===== src/sv/motor_telemetry_frame_tracker_top_macros.svh =====
// Assertion shorthands for the frame tracker; clock and reset are taken from
// the scope of the instantiating module.
`ifndef MOTOR_TELEMETRY_FRAME_TRACKER_TOP_MACROS_SVH
`define MOTOR_TELEMETRY_FRAME_TRACKER_TOP_MACROS_SVH

// Check a condition at every edge outside reset.
`define MTFT_ASSERT_ALWAYS(lbl, cond) \
  lbl: assert property (@(posedge clk) disable iff (rst) (cond)) \
    else $error("frame tracker check failed");

// Check that a consequent holds in the cycle after its antecedent.
`define MTFT_ASSERT_NEXT(lbl, ante, cons) \
  lbl: assert property (@(posedge clk) disable iff (rst) (ante) |=> (cons)) \
    else $error("frame tracker sequencing check failed");

`endif


===== src/sv/mtft_pkg.sv =====
`timescale 1ns / 1ps
`default_nettype none
package mtft_pkg;

  localparam int FRAME_LEN = 16;
  localparam int BODY_LEN  = FRAME_LEN - 2;
  localparam int IDX_W     = $clog2(FRAME_LEN);

  localparam logic [7:0]  START_MARK      = 8'hFE;
  localparam logic [15:0] UNINIT_POSITION = 16'h7FFF;
  localparam logic [31:0] LIFT_LONG       = 32'd1000;
  localparam logic [31:0] LIFT_SHORT      = 32'd500;
  localparam logic [1:0]  RECOVERY_MAX    = 2'd2;

  // request codes
  localparam logic [2:0] REQ_RX        = 3'd0;
  localparam logic [2:0] REQ_ACK       = 3'd1;
  localparam logic [2:0] REQ_RECOVER   = 3'd2;
  localparam logic [2:0] REQ_POS_RESET = 3'd3;
  localparam logic [2:0] REQ_POLL      = 3'd4;

  // frame events
  localparam logic [1:0] EV_NONE    = 2'd0;
  localparam logic [1:0] EV_GOOD    = 2'd1;
  localparam logic [1:0] EV_BAD     = 2'd2;
  localparam logic [1:0] EV_DISCARD = 2'd3;

  // hook states
  localparam logic [2:0] HS_UNINIT      = 3'd0;
  localparam logic [2:0] HS_CLOSED      = 3'd1;
  localparam logic [2:0] HS_PART_CLOSED = 3'd2;
  localparam logic [2:0] HS_MID         = 3'd3;
  localparam logic [2:0] HS_PART_OPEN   = 3'd4;
  localparam logic [2:0] HS_OPEN        = 3'd5;
  localparam logic [2:0] HS_ERROR       = 3'd6;

  // configuration register indexes
  localparam logic [2:0] CFG_CLOSED_LIMIT     = 3'd0;
  localparam logic [2:0] CFG_MID_POINT        = 3'd1;
  localparam logic [2:0] CFG_OPEN_POINT       = 3'd2;
  localparam logic [2:0] CFG_SLOW_THRESHOLD   = 3'd3;
  localparam logic [2:0] CFG_STOP_COUNT_LIMIT = 3'd4;
  localparam logic [2:0] CFG_PROTECTION_LIMIT = 3'd5;

  typedef struct packed {
    logic [2:0] req_type;
    logic [7:0] rx_byte;
  } mtft_in_t;

  typedef struct packed {
    logic [1:0]         frame_event;
    logic [2:0]         hook_state;
    logic               is_stopped;
    logic               at_end_stroke;
    logic               protection_triggered;
    logic [1:0]         recovery_stage;
    logic [7:0]         latched_error;
    logic [2:0]         reply_seq_no;
    logic [15:0]        voltage_mv;
    logic signed [15:0] current_ma;
    logic [15:0]        position;
    logic               ready_for_lifting;
  } mtft_out_t;

  typedef struct packed {
    logic [14:0] closed_limit;
    logic [14:0] mid_point;
    logic [14:0] open_point;
    logic [15:0] slow_threshold;
    logic [3:0]  stop_count_limit;
    logic [14:0] protection_limit;
  } mtft_cfg_t;

  // frame assembler to tracker: event of this word and the decoded fields
  typedef struct packed {
    logic [1:0]  frame_event;
    logic [15:0] voltage;
    logic [15:0] current;
    logic [15:0] position;
    logic [7:0]  error_code;
    logic [7:0]  command;
    logic [31:0] data_word;
  } mtft_frame_t;

endpackage
`default_nettype wire


===== src/sv/mtft_cfg_regs.sv =====
`timescale 1ns / 1ps
`default_nettype none
module mtft_cfg_regs (
  input  wire logic              clk,
  input  wire logic              rst,
  input  wire logic              cfg_we,
  input  wire logic [2:0]        cfg_index,
  input  wire logic [15:0]       cfg_data,
  output mtft_pkg::mtft_cfg_t    cfg
);
  import mtft_pkg::*;

  always_ff @(posedge clk) begin
    if (rst) begin
      cfg.closed_limit     <= 15'd1;
      cfg.mid_point        <= 15'd13393;
      cfg.open_point       <= 15'd17967;
      cfg.slow_threshold   <= 16'd25;
      cfg.stop_count_limit <= 4'd10;
      cfg.protection_limit <= 15'd500;
    end else if (cfg_we) begin
      unique case (cfg_index)
        CFG_CLOSED_LIMIT:     cfg.closed_limit     <= cfg_data[14:0];
        CFG_MID_POINT:        cfg.mid_point        <= cfg_data[14:0];
        CFG_OPEN_POINT:       cfg.open_point       <= cfg_data[14:0];
        CFG_SLOW_THRESHOLD:   cfg.slow_threshold   <= cfg_data;
        CFG_STOP_COUNT_LIMIT: cfg.stop_count_limit <= cfg_data[3:0];
        CFG_PROTECTION_LIMIT: cfg.protection_limit <= cfg_data[14:0];
        default: ;
      endcase
    end
  end

endmodule
`default_nettype wire


===== src/sv/mtft_frame_rx.sv =====
`timescale 1ns / 1ps
`default_nettype none
module mtft_frame_rx (
  input  wire logic                clk,
  input  wire logic                rst,
  input  wire logic                en,
  input  wire mtft_pkg::mtft_in_t  item,
  output mtft_pkg::mtft_frame_t    frame
);
  import mtft_pkg::*;

  localparam logic [IDX_W-1:0] TRAILER_INDEX = IDX_W'(FRAME_LEN - 2);
  localparam logic [IDX_W-1:0] LAST_INDEX    = IDX_W'(FRAME_LEN - 1);

  logic [7:0]       body [BODY_LEN];
  logic [IDX_W-1:0] byte_index;
  logic [7:0]       fletcher_low;
  logic [7:0]       fletcher_high;
  logic [7:0]       trailer_low;

  logic       take_byte;
  logic       discard;
  logic [8:0] sum_low;
  logic [8:0] sum_high;
  logic [7:0] low_next;
  logic [7:0] high_next;

  assign take_byte = en && (item.req_type == REQ_RX);
  assign discard   = (byte_index == '0) && (item.rx_byte != START_MARK);

  // running sums mod 255: both operands stay below twice the modulus
  always_comb begin
    sum_low  = {1'b0, fletcher_low} + {1'b0, item.rx_byte};
    low_next = (sum_low >= 9'd255) ? 8'(sum_low - 9'd255) : sum_low[7:0];
    sum_high  = {1'b0, fletcher_high} + {1'b0, low_next};
    high_next = (sum_high >= 9'd255) ? 8'(sum_high - 9'd255) : sum_high[7:0];
  end

  always_comb begin
    frame.frame_event = EV_NONE;
    if (take_byte) begin
      if (discard) begin
        frame.frame_event = EV_DISCARD;
      end else if (byte_index == LAST_INDEX) begin
        frame.frame_event = (trailer_low == fletcher_low && item.rx_byte == fletcher_high)
                            ? EV_GOOD : EV_BAD;
      end
    end
    frame.voltage    = {body[3], body[2]};
    frame.current    = {body[5], body[4]};
    frame.position   = {body[7], body[6]};
    frame.error_code = body[8];
    frame.command    = body[9];
    frame.data_word  = {body[13], body[12], body[11], body[10]};
  end

  always_ff @(posedge clk) begin
    if (rst) begin
      byte_index    <= '0;
      fletcher_low  <= '0;
      fletcher_high <= '0;
      trailer_low   <= '0;
    end else if (take_byte && !discard) begin
      if (byte_index < TRAILER_INDEX) begin
        fletcher_low  <= low_next;
        fletcher_high <= high_next;
        byte_index    <= byte_index + 1'b1;
      end else if (byte_index == TRAILER_INDEX) begin
        trailer_low <= item.rx_byte;
        byte_index  <= byte_index + 1'b1;
      end else begin
        byte_index    <= '0;
        fletcher_low  <= '0;
        fletcher_high <= '0;
      end
    end
  end

  always_ff @(posedge clk) begin
    if (take_byte && !discard && byte_index < TRAILER_INDEX) begin
      body[byte_index] <= item.rx_byte;
    end
  end

endmodule
`default_nettype wire


===== src/sv/mtft_tracker.sv =====
`timescale 1ns / 1ps
`default_nettype none
module mtft_tracker (
  input  wire logic                 clk,
  input  wire logic                 rst,
  input  wire logic                 en,
  input  wire mtft_pkg::mtft_in_t   item,
  input  wire mtft_pkg::mtft_frame_t frame,
  input  wire mtft_pkg::mtft_cfg_t  cfg,
  output mtft_pkg::mtft_out_t       result
);
  import mtft_pkg::*;

  logic [15:0] hook_position, hook_position_next;
  logic [15:0] previous_position, previous_position_next;
  logic [3:0]  slow_count, slow_count_next;
  logic        stopped_flag, stopped_flag_next;
  logic [15:0] voltage_reg, voltage_reg_next;
  logic [15:0] current_reg, current_reg_next;
  logic [7:0]  error_latch, error_latch_next;
  logic [2:0]  seq_reg, seq_reg_next;
  logic [1:0]  recovery_reg, recovery_reg_next;
  logic [31:0] lifting_timer, lifting_timer_next;

  logic        ready;
  logic [15:0] delta;
  logic [4:0]  slow_inc;
  logic        end_stroke;

  function automatic logic [2:0] hook_class(input logic [15:0] p, input mtft_cfg_t c);
    logic [15:0] closed_w, mid_w, open_w;
    closed_w = {1'b0, c.closed_limit};
    mid_w    = {1'b0, c.mid_point};
    open_w   = {1'b0, c.open_point};
    if (p <= closed_w || p[15])      return HS_CLOSED;
    else if (p < mid_w)              return HS_PART_CLOSED;
    else if (p == mid_w)             return HS_MID;
    else if (p < open_w)             return HS_PART_OPEN;
    else if (p == open_w)            return HS_OPEN;
    else if (p == UNINIT_POSITION)   return HS_UNINIT;
    else                             return HS_ERROR;
  endfunction

  always_comb begin
    hook_position_next     = hook_position;
    previous_position_next = previous_position;
    slow_count_next        = slow_count;
    stopped_flag_next      = stopped_flag;
    voltage_reg_next       = voltage_reg;
    current_reg_next       = current_reg;
    error_latch_next       = error_latch;
    seq_reg_next           = seq_reg;
    recovery_reg_next      = recovery_reg;
    lifting_timer_next     = lifting_timer;
    ready                  = 1'b0;

    delta = (previous_position > frame.position) ? previous_position - frame.position
                                                 : frame.position - previous_position;
    slow_inc = {1'b0, slow_count} + 5'd1;

    if (en) begin
      case (item.req_type)
        REQ_RX: begin
          if (frame.frame_event == EV_GOOD) begin
            hook_position_next     = frame.position;
            previous_position_next = frame.position;
            if (delta < cfg.slow_threshold) begin
              if (slow_inc > {1'b0, cfg.stop_count_limit}) begin
                slow_count_next   = cfg.stop_count_limit;
                stopped_flag_next = 1'b1;
              end else begin
                slow_count_next   = slow_inc[3:0];
                stopped_flag_next = 1'b0;
              end
            end else begin
              slow_count_next   = '0;
              stopped_flag_next = 1'b0;
            end
            voltage_reg_next = frame.voltage;
            current_reg_next = frame.current;
            if (error_latch == '0) begin
              error_latch_next = frame.error_code;
            end
            seq_reg_next = frame.command[2:0];
            if (frame.command[3]) begin
              lifting_timer_next = frame.data_word;
            end
          end
        end
        REQ_ACK: error_latch_next = '0;
        REQ_RECOVER: begin
          if (recovery_reg < RECOVERY_MAX) begin
            recovery_reg_next = recovery_reg + 1'b1;
          end
        end
        REQ_POS_RESET: begin
          recovery_reg_next  = '0;
          hook_position_next = '0;
        end
        REQ_POLL: begin
          if (lifting_timer != '0) begin
            ready = 1'b1;
            if (lifting_timer >= LIFT_LONG) begin
              lifting_timer_next = LIFT_SHORT;
            end else if (lifting_timer >= LIFT_SHORT) begin
              lifting_timer_next = '0;
            end
          end
        end
        default: ;
      endcase
    end

    end_stroke = hook_position_next[15] && (recovery_reg_next == '0) && stopped_flag_next;

    result.frame_event          = frame.frame_event;
    result.hook_state           = hook_class(hook_position_next, cfg);
    result.is_stopped           = stopped_flag_next;
    result.at_end_stroke        = end_stroke;
    result.protection_triggered = end_stroke
                                  && (hook_position_next[14:0] > cfg.protection_limit);
    result.recovery_stage       = recovery_reg_next;
    result.latched_error        = error_latch_next;
    result.reply_seq_no         = seq_reg_next;
    result.voltage_mv           = voltage_reg_next;
    result.current_ma           = current_reg_next;
    result.position             = hook_position_next;
    result.ready_for_lifting    = ready;
  end

  always_ff @(posedge clk) begin
    if (rst) begin
      hook_position     <= UNINIT_POSITION;
      previous_position <= UNINIT_POSITION;
      slow_count        <= '0;
      stopped_flag      <= 1'b0;
      voltage_reg       <= '0;
      current_reg       <= '0;
      error_latch       <= '0;
      seq_reg           <= '0;
      recovery_reg      <= '0;
      lifting_timer     <= '0;
    end else if (en) begin
      hook_position     <= hook_position_next;
      previous_position <= previous_position_next;
      slow_count        <= slow_count_next;
      stopped_flag      <= stopped_flag_next;
      voltage_reg       <= voltage_reg_next;
      current_reg       <= current_reg_next;
      error_latch       <= error_latch_next;
      seq_reg           <= seq_reg_next;
      recovery_reg      <= recovery_reg_next;
      lifting_timer     <= lifting_timer_next;
    end
  end

endmodule
`default_nettype wire


===== src/sv/motor_telemetry_frame_tracker_top.sv =====
// Channel  Direction  Handshake          Word
// in       receive    in_valid/in_stall  mtft_in_t  (req_type, rx_byte)
// out      send       out_valid/out_stall mtft_out_t (event, hook status, telemetry)
// cfg      receive    cfg_we             cfg_index selects register, cfg_data
//
// One word in, one word out; a new word is taken every cycle while the output is free.
// The path has two registers: the input register, then tracker logic into the result register.
// Reset is synchronous on rst and restores all control state and register defaults.
// A stall on out holds both stages and raises in_stall in the same cycle.
`timescale 1ns / 1ps
`default_nettype none
`include "motor_telemetry_frame_tracker_top_macros.svh"
module motor_telemetry_frame_tracker_top (
  input  wire logic                clk,
  input  wire logic                rst,
  input  wire logic                in_valid,
  output logic                     in_stall,
  input  wire mtft_pkg::mtft_in_t  in_data,
  output logic                     out_valid,
  input  wire logic                out_stall,
  output mtft_pkg::mtft_out_t      out_data,
  input  wire logic                cfg_we,
  input  wire logic [2:0]          cfg_index,
  input  wire logic [15:0]         cfg_data
);
  import mtft_pkg::*;

  logic        advance;
  logic        s1_valid;
  mtft_in_t    s1_item;
  logic        step_en;
  mtft_cfg_t   cfg;
  mtft_frame_t frame;
  mtft_out_t   result;

  // advance both stages whenever the result register is free or being emptied
  assign advance  = !(out_valid && out_stall);
  assign in_stall = !advance;
  assign step_en  = s1_valid && advance;

  always_ff @(posedge clk) begin
    if (rst) begin
      s1_valid  <= 1'b0;
      out_valid <= 1'b0;
    end else if (advance) begin
      s1_valid  <= in_valid;
      out_valid <= s1_valid;
    end
  end

  // payload registers: no reset, hold while stalled
  always_ff @(posedge clk) begin
    if (advance) begin
      s1_item <= in_data;
    end
    if (step_en) begin
      out_data <= result;
    end
  end

  mtft_cfg_regs u_cfg (
    .clk       (clk),
    .rst       (rst),
    .cfg_we    (cfg_we),
    .cfg_index (cfg_index),
    .cfg_data  (cfg_data),
    .cfg       (cfg)
  );

  mtft_frame_rx u_frame (
    .clk   (clk),
    .rst   (rst),
    .en    (step_en),
    .item  (s1_item),
    .frame (frame)
  );

  mtft_tracker u_track (
    .clk    (clk),
    .rst    (rst),
    .en     (step_en),
    .item   (s1_item),
    .frame  (frame),
    .cfg    (cfg),
    .result (result)
  );

  `MTFT_ASSERT_NEXT(a_accept_loads_stage, in_valid && !in_stall, s1_valid)
  `MTFT_ASSERT_NEXT(a_step_loads_result, step_en, out_valid)
  `MTFT_ASSERT_NEXT(a_stall_holds_stage, !advance, $stable(s1_item) && $stable(s1_valid))
  `MTFT_ASSERT_ALWAYS(a_end_stroke_cause,
    !(out_valid && out_data.at_end_stroke) || out_data.is_stopped)

endmodule
`default_nettype wire

===== config.mk =====
export PLATFORM = sky130hd
export DESIGN_NAME = motor_telemetry_frame_tracker_top
export DESIGN_NICKNAME = d
export VERILOG_FILES = /design/src/sv/mtft_pkg.sv /design/src/sv/mtft_cfg_regs.sv /design/src/sv/mtft_frame_rx.sv /design/src/sv/mtft_tracker.sv /design/src/sv/motor_telemetry_frame_tracker_top.sv
export VERILOG_INCLUDE_DIRS = /design/src /design/src/sv
export SDC_FILE = /design/constraint.sdc
export NUM_CORES = 1
export LEC_CHECK = 0
export ABC_AREA = 1
export BUFFER_PORTS_ARGS = -buffer_cell sky130_fd_sc_hd__buf_4
export CAP_MARGIN = 20
export CORE_MARGIN = 4
export CORE_UTILIZATION = 48
export DETAILED_ROUTE_END_ITERATION = 6
export GPL_TIMING_DRIVEN = 0
export HOLD_SLACK_MARGIN = 0.15
export PLACE_DENSITY = 0.65
export SYNTH_ARGS = -nofsm -noshare
export SYNTH_HDL_FRONTEND = slang
export SYNTH_SLANG_ARGS = --single-unit

===== constraint.sdc =====
create_clock -name clk -period 7.8 [get_ports clk]
set_clock_uncertainty 0.2 [all_clocks]
set_input_delay 1.56 -clock clk [delete_from_list [all_inputs] [get_ports clk]]
set_output_delay 1.56 -clock clk [all_outputs]
set_load 0.02 [all_outputs]

## Word level (Yosys, flattened, before mapping)

Memories as Yosys holds them, arrays and structs flattened.
Cells that the tools add are included.

| operators by class | value |
|---|---|
| add/sub/neg operators | 9 |
| $lt $le $gt $ge | 13 |
| equality and inequality tests | 23 |
| muxes and demuxes | 48 |
| bitwise logic cells | 1 |
| reduce and logical (&&, ||, !) cells | 31 |

Operators with widths:

| kind | number |
|---|---|
| two-way mux 32 bit | 5 |
| two-way mux 16 bit | 7 |
| one-hot mux 32 bit (2 select lines) | 1 |
| two-way mux 8 bit | 7 |
| == test 16 x 15 -> 1 bit | 2 |
| >= comparator 32 x 10 -> 1 bit, second input constant | 1 |
| >= comparator 32 x 9 -> 1 bit, second input constant | 1 |
| < comparator 16 x 15 -> 1 bit | 2 |
| one-hot mux 16 bit (2 select lines) | 1 |
| nonzero test 32 bit | 1 |
| subtractor 16 bit | 2 |
| adder 8 x 8 -> 9 bit | 2 |
| >= comparator 9 x 8 -> 1 bit, second input constant | 2 |
| == test 16 x 15 -> 1 bit, second input constant | 1 |
| == test 8 bit | 2 |
| greater-than comparator 16 bit | 1 |
| <= comparator 16 x 15 -> 1 bit | 1 |
| < comparator 16 bit | 1 |
| two-way mux 2 bit | 8 |
| two-way mux 4 bit | 4 |
| one-hot mux 8 bit (2 select lines) | 1 |
| subtractor 8 bit, second input constant | 2 |
| greater-than comparator 15 bit | 1 |
| two-way mux 3 bit | 5 |
| 30 further kinds | 64 |

| word-level totals | value |
|---|---|
| register bits | 305 |
| memory bits (writable) | 112 |
| bits of input ports | 35 |
| memories kept | 1 |

Memory list:

| memory | depth | bits a word | rd ports | clocked after memory_dff | wr ports | RTL line | text |
|---|---|---|---|---|---|---|---|
| u_frame.body | 14 | 8 | 12 | 0 | 1 | mtft_frame_rx.sv:15 | `logic [7:0] body [BODY_LEN];` |

## Depth between registers and ports, before layout

| depth | value |
|---|---|
| word-level depth | 16 |
| gate-level depth with buffers | 33 |
| mapped depth without buffers | 32 |

## Hierarchy

Synthesis repeated with hierarchy kept, for this count alone.

| unflattened totals | value |
|---|---|
| cells, all modules | 2412 |
| area, all modules | 20188.1 µm² |

Modules (own cells, without submodules):

| module | instances | cells an instance | area each (µm²) | seq. area each (µm²) |
|---|---|---|---|---|
| mtft_tracker | 1 | 1352 | 8961.1 | 2282.2 |
| mtft_frame_rx | 1 | 524 | 5530.3 | 3443.3 |
| mtft_cfg_regs | 1 | 442 | 3171.8 | 1601.5 |
| motor_telemetry_frame_tracker_top | 1 | 94 | 2524.9 | 2472.4 |

## Worst setup path before layout

OpenSTA, ideal clock, no wires.

| path | value |
|---|---|
| path type | input-to-reg |
| start point | in out_stall |
| end point | reg out_data[67] (netlist name), data pin |
| setup time | 0.251 ns |
| arrival | 5.526 ns |
| data required time | 7.349 ns |
| setup slack | 1.823 ns |
| stages on the path | 23 |
| path through | nand2_2 > inv_2 > nor2_4 > clkinv_1 > nor2_1 > nand2_1 > nand2_1 > nand2_4 > buf_6 > nand2_2 > nand2_1 > ha_1 > nand2_1 > o21ai_0 > a21oi_1 > nor2_1 > o21ai_0 > nand2_1 > inv_1 > o21ai_0 > nand3_1 > nand2_1 > nor2_1 |

RTL lines:

| element | RTL line | text |
|---|---|---|
| start: declaration | motor_telemetry_frame_tracker_top.sv:20 | `input wire logic out_stall,` |
| end signal: assignment | motor_telemetry_frame_tracker_top.sv:57 | `out_data <= result;` |
| end: declaration | motor_telemetry_frame_tracker_top.sv:21 | `output mtft_pkg::mtft_out_t out_data,` |

## Final worst setup path

| path | value |
|---|---|
| start point | reg s1_item[0] (netlist name) |
| end point | reg u_frame.fletcher_high[5] |

| on the way | value |
|---|---|
| word-level cells in the longest chain between the ends | 7 |
| elaborated cells between the ends (all ways) | 14 |
| those cells by class | add/sub (4); order compare (2); eq/ne (1); mux (3); reduce/logical (4) |

Ends and longest elaborated chain:

| element | RTL line | text |
|---|---|---|
| start: declaration | motor_telemetry_frame_tracker_top.sv:30 | `mtft_in_t s1_item;` |
| start signal: assignment | motor_telemetry_frame_tracker_top.sv:54 | `s1_item <= in_data;` |
| adder 8 x 8 -> 9 bit | mtft_frame_rx.sv:33 | `sum_low = {1'b0, fletcher_low} + {1'b0, item.rx_byte};` |
| subtractor 8 bit / >= comparator 9 x 8 -> 1 bit (equally long branches) | mtft_frame_rx.sv:34 | `low_next = (sum_low >= 9'd255) ? 8'(sum_low - 9'd255) : sum_low[7:0];` |
| two-way mux 8 bit | mtft_frame_rx.sv:34 |  |
| adder 8 x 8 -> 9 bit | mtft_frame_rx.sv:35 | `sum_high = {1'b0, fletcher_high} + {1'b0, low_next};` |
| subtractor 8 bit / >= comparator 9 x 8 -> 1 bit (equally long branches) | mtft_frame_rx.sv:36 | `high_next = (sum_high >= 9'd255) ? 8'(sum_high - 9'd255) : sum_high[7:0];` |
| two-way mux 8 bit | mtft_frame_rx.sv:36 |  |
| two-way mux 8 bit | mtft_frame_rx.sv:64 | `if (byte_index < TRAILER_INDEX) begin` |
| end signal: assignment | mtft_frame_rx.sv:66 | `fletcher_high <= high_next;` |
| end: declaration | mtft_frame_rx.sv:18 | `logic [7:0] fletcher_high;` |

Parallel ways exist; a longest one is shown, timed or not.
A chain may end at the register's enable or synchronous reset.

==> metrics <==
Slew Limit Headroom=27.31%; DR vias=between 10,000 and 15,000; crit path kind=flop to flop; fraction of registers with async set/reset=0%; Main synth FF type=dfxtp_1; worst slew pin tran=between 1 and 1.5 ns; class of the worst hold path=flop to flop; clk_lat worst skew=0.56 ns; max_cap viols=0; M3 GR Usage=under 10%; DRC=0; first-pass GRT wire length=77,670 um; Die Span X=between 200 and 250 um; most frequent cell after synthesis=nand2_1; Yosys top cell area share=between 20% and 30%; Post-DP Area=around 20,000 sq um; top post-synthesis cells by area=edfxtp_1 (28%), dfxtp_1 (24%), ha_1 (9.0%), nand2_1 (8.6%), a21oi_1 (6.5%); Biggest register=u_frame.body; reg2reg end=u_frame.fletcher_high[5]; crit path time final=about 6.2 ns; syn nets=between 2,000 and 2,500; Seq/Total Area, Yosys=around half; CORE AREA=around 39,000 sq um; die area=around 42,000 sq um; IO buf count=~110; Peak VDD IR=138.9 uV; Largest register FFs=92; DRT antenna net count=0; largest net degree at the start of global routing=32; Hold Vio Cnt, Final=0; Pre-antenna DRT Iters=5; crit path from=s1_item[0]; reg-to-reg startpoint=s1_item[0]; n_diodes=0; Bufs and invs on worst path=2; # setup viols final=0; num rows=between 70 and 80; hold path start=u_track.hook_position[9]; design area=approximately 22,000 sq um; initial antenna violation count=2; cells on worst reg2reg path=26; register-to-register setup slack=around 1.6 ns; Initial Util=48.64%; Worst setup SP type=flop; hold_buf cts=0; post-synthesis cell count=approximately 2,100; vias in the first global route=approximately 15,000; Crit. End Element=flop; CP max FO=16; top cells by count, synth=nand2_1 (432), inv_1 (280), a21oi_1 (243); FMAX=between 150 and 200 MHz; Pwr Density=between 200 and 250 nW/um^2; DP HPWL=about 37,000 um; Slew Viols, Final=0; initial drt markers=approximately 950; Syn. warnings=0; CTS clk-pin slew, worst paths=approximately 0.060 ns; DR WL/cell=~18 um; CP Data Required Time=about 8 ns; Total Routing Usage GR=a little under a quarter; post-synth top area cell=edfxtp_1; LEAKAGE=0.009276 uW; Clock H-tree levels=2; CTS Buffer Depth=3; post-synthesis area per instance=slightly below 9 sq um; busiest grt layer=met2; cell count after placement=2,742; top flop regs=u_frame.body x92, u_cfg.cfg x80, out_data x70; Post-Synthesis Cell Area=around 19,000 sq um; RSZ-0062 raised after global routing=false; gr ovfl total=0; CP delay by family, top=simple AND/OR/NAND/NOR gates; Cell Count, Final, Fillers Out=about 2,800; Synth cell types=between 50 and 60; Ports=107; hold depth=2; share of layout cells above drive strength 1=under 10%; CTS tree=built; CP max-delay cell=edfxtp_1; Die Y=slightly above 200 um; # resized after CTS=0; CTS Sinks=397; endpoint of the worst hold path=u_track.hook_position[9]; Root Driver=clkbuf_16; WL final=~50,000 um; GP Congestion=between 0.9 and 1; Layout area overhead=15.83%; DR vias/cell=5.302; CP arrival=about 6.4 ns; Final period util=approximately 79%; Finished Core Util=between 50% and 60%; CP most frequent cell=nand2_1; met2 Track Usage GR=roughly 40%; synthesized flop and latch total=approximately 400; post-CTS setup repair buffer count=0; status=finished clean; Post-synth EDFFs=about 170; net count of the finished layout=~2,400; met1 usage=29.89%; Num CTS Buffers=43; Max stage delay on crit path=0.76 ns
per-layer routing:
layer	part of all wire, %	up-vias
met4	4.2	0
met1	42	7005
met5	0	-
met3	6.5	122
met2	47	437
li1	-	7408
cells by family (layout without fill, tap and decap cells):
family	Yosys count	count (layout)	share of synthesized area (%)
AND/OR/NAND/NOR	710	710	16.30
AO/OA/AOI/OAI	459	459	13.29
flip-flops	397	397	51.37
buffers and inverters	358	553	7.331
adder cells (fa/ha/maj)	139	139	9.389
XOR/XNOR	40	40	1.859
multiplexers	8	8	0.4582
worst max path at each step:
stage                               end  depth (start not counted)
5_1_grt        u_frame.fletcher_high[5]                         24
2_1_floorplan              out_data[67]                         23
4_1_cts        u_frame.fletcher_high[5]                         26
6_report       u_frame.fletcher_high[5]                         26
3_5_place_dp               out_data[67]                         24
3_3_place_gp               out_data[67]                         22
cell usage in the layout, fill, tap and decap left out, types with 5 or more instances in the layout:
| master | n |
|---|---|
| buf_4 | 108 |
| nand4_1 | 24 |
| dfxtp_1 | 224 |
| buf_2 | 13 |
| nand3_1 | 72 |
| xor2_1 | 29 |
| nand3b_1 | 30 |
| xnor2_1 | 11 |
| nor3_1 | 23 |
| inv_2 | 7 |
| o21ai_0 | 147 |
| ha_1 | 135 |
| clkbuf_8 | 5 |
| edfxtp_1 | 173 |
| o211ai_1 | 43 |
| nand2_1 | 432 |
| inv_1 | 280 |
| nand2_2 | 9 |
| clkbuf_16 | 44 |
| mux2_2 | 5 |
| nor2_1 | 98 |
| clkbuf_1 | 71 |
| a21oi_1 | 243 |
| nor4_1 | 8 |
| or2_2 | 5 |
metrics by stage:
step	hold slack (ns)	setup slack (ns)	power [uW]	TNS, ns
after floorplan	0.2240	1.823	2527	0
after global routing	0.2707	1.153	4886	0
final	0.2519	1.647	4705	0
after detailed placement	0.2377	1.094	2697	0
after global placement	0.2328	-0.5516	2680	-1.249
after CTS	0.2531	1.682	4757	0
power breakdown:
group	internal (uW)	switching [uW]
clock network	1230	823
registers	2230	43.5
logic	134	251
layout make-up:
type                    instances  area, sq um
plain buffers                  70        300.3
clock buffers                  65         1230
clock inverters                15        198.9
fillers                      3473        16910
inverters                     288         1081
multi-input cells            1356         7782
flip-flops and latches        397         9679
well taps                     518        648.1
repair buffers                115        905.9
worst reg2reg max path: cells and delay by family, from the launching register on:
| kind | cells | cell delay, ns |
|---|---|---|
| AND/OR/NAND/NOR | 14 | 2.10 |
| adder cells (fa/ha/maj) | 4 | 1.40 |
| AO/OA/AOI/OAI | 5 | 1.20 |
| flip-flops | 1 | 0.76 |
| buffers and inverters | 2 | 0.21 |
| XOR/XNOR | 1 | 0.17 |
(Power assumes the default switching activity.)
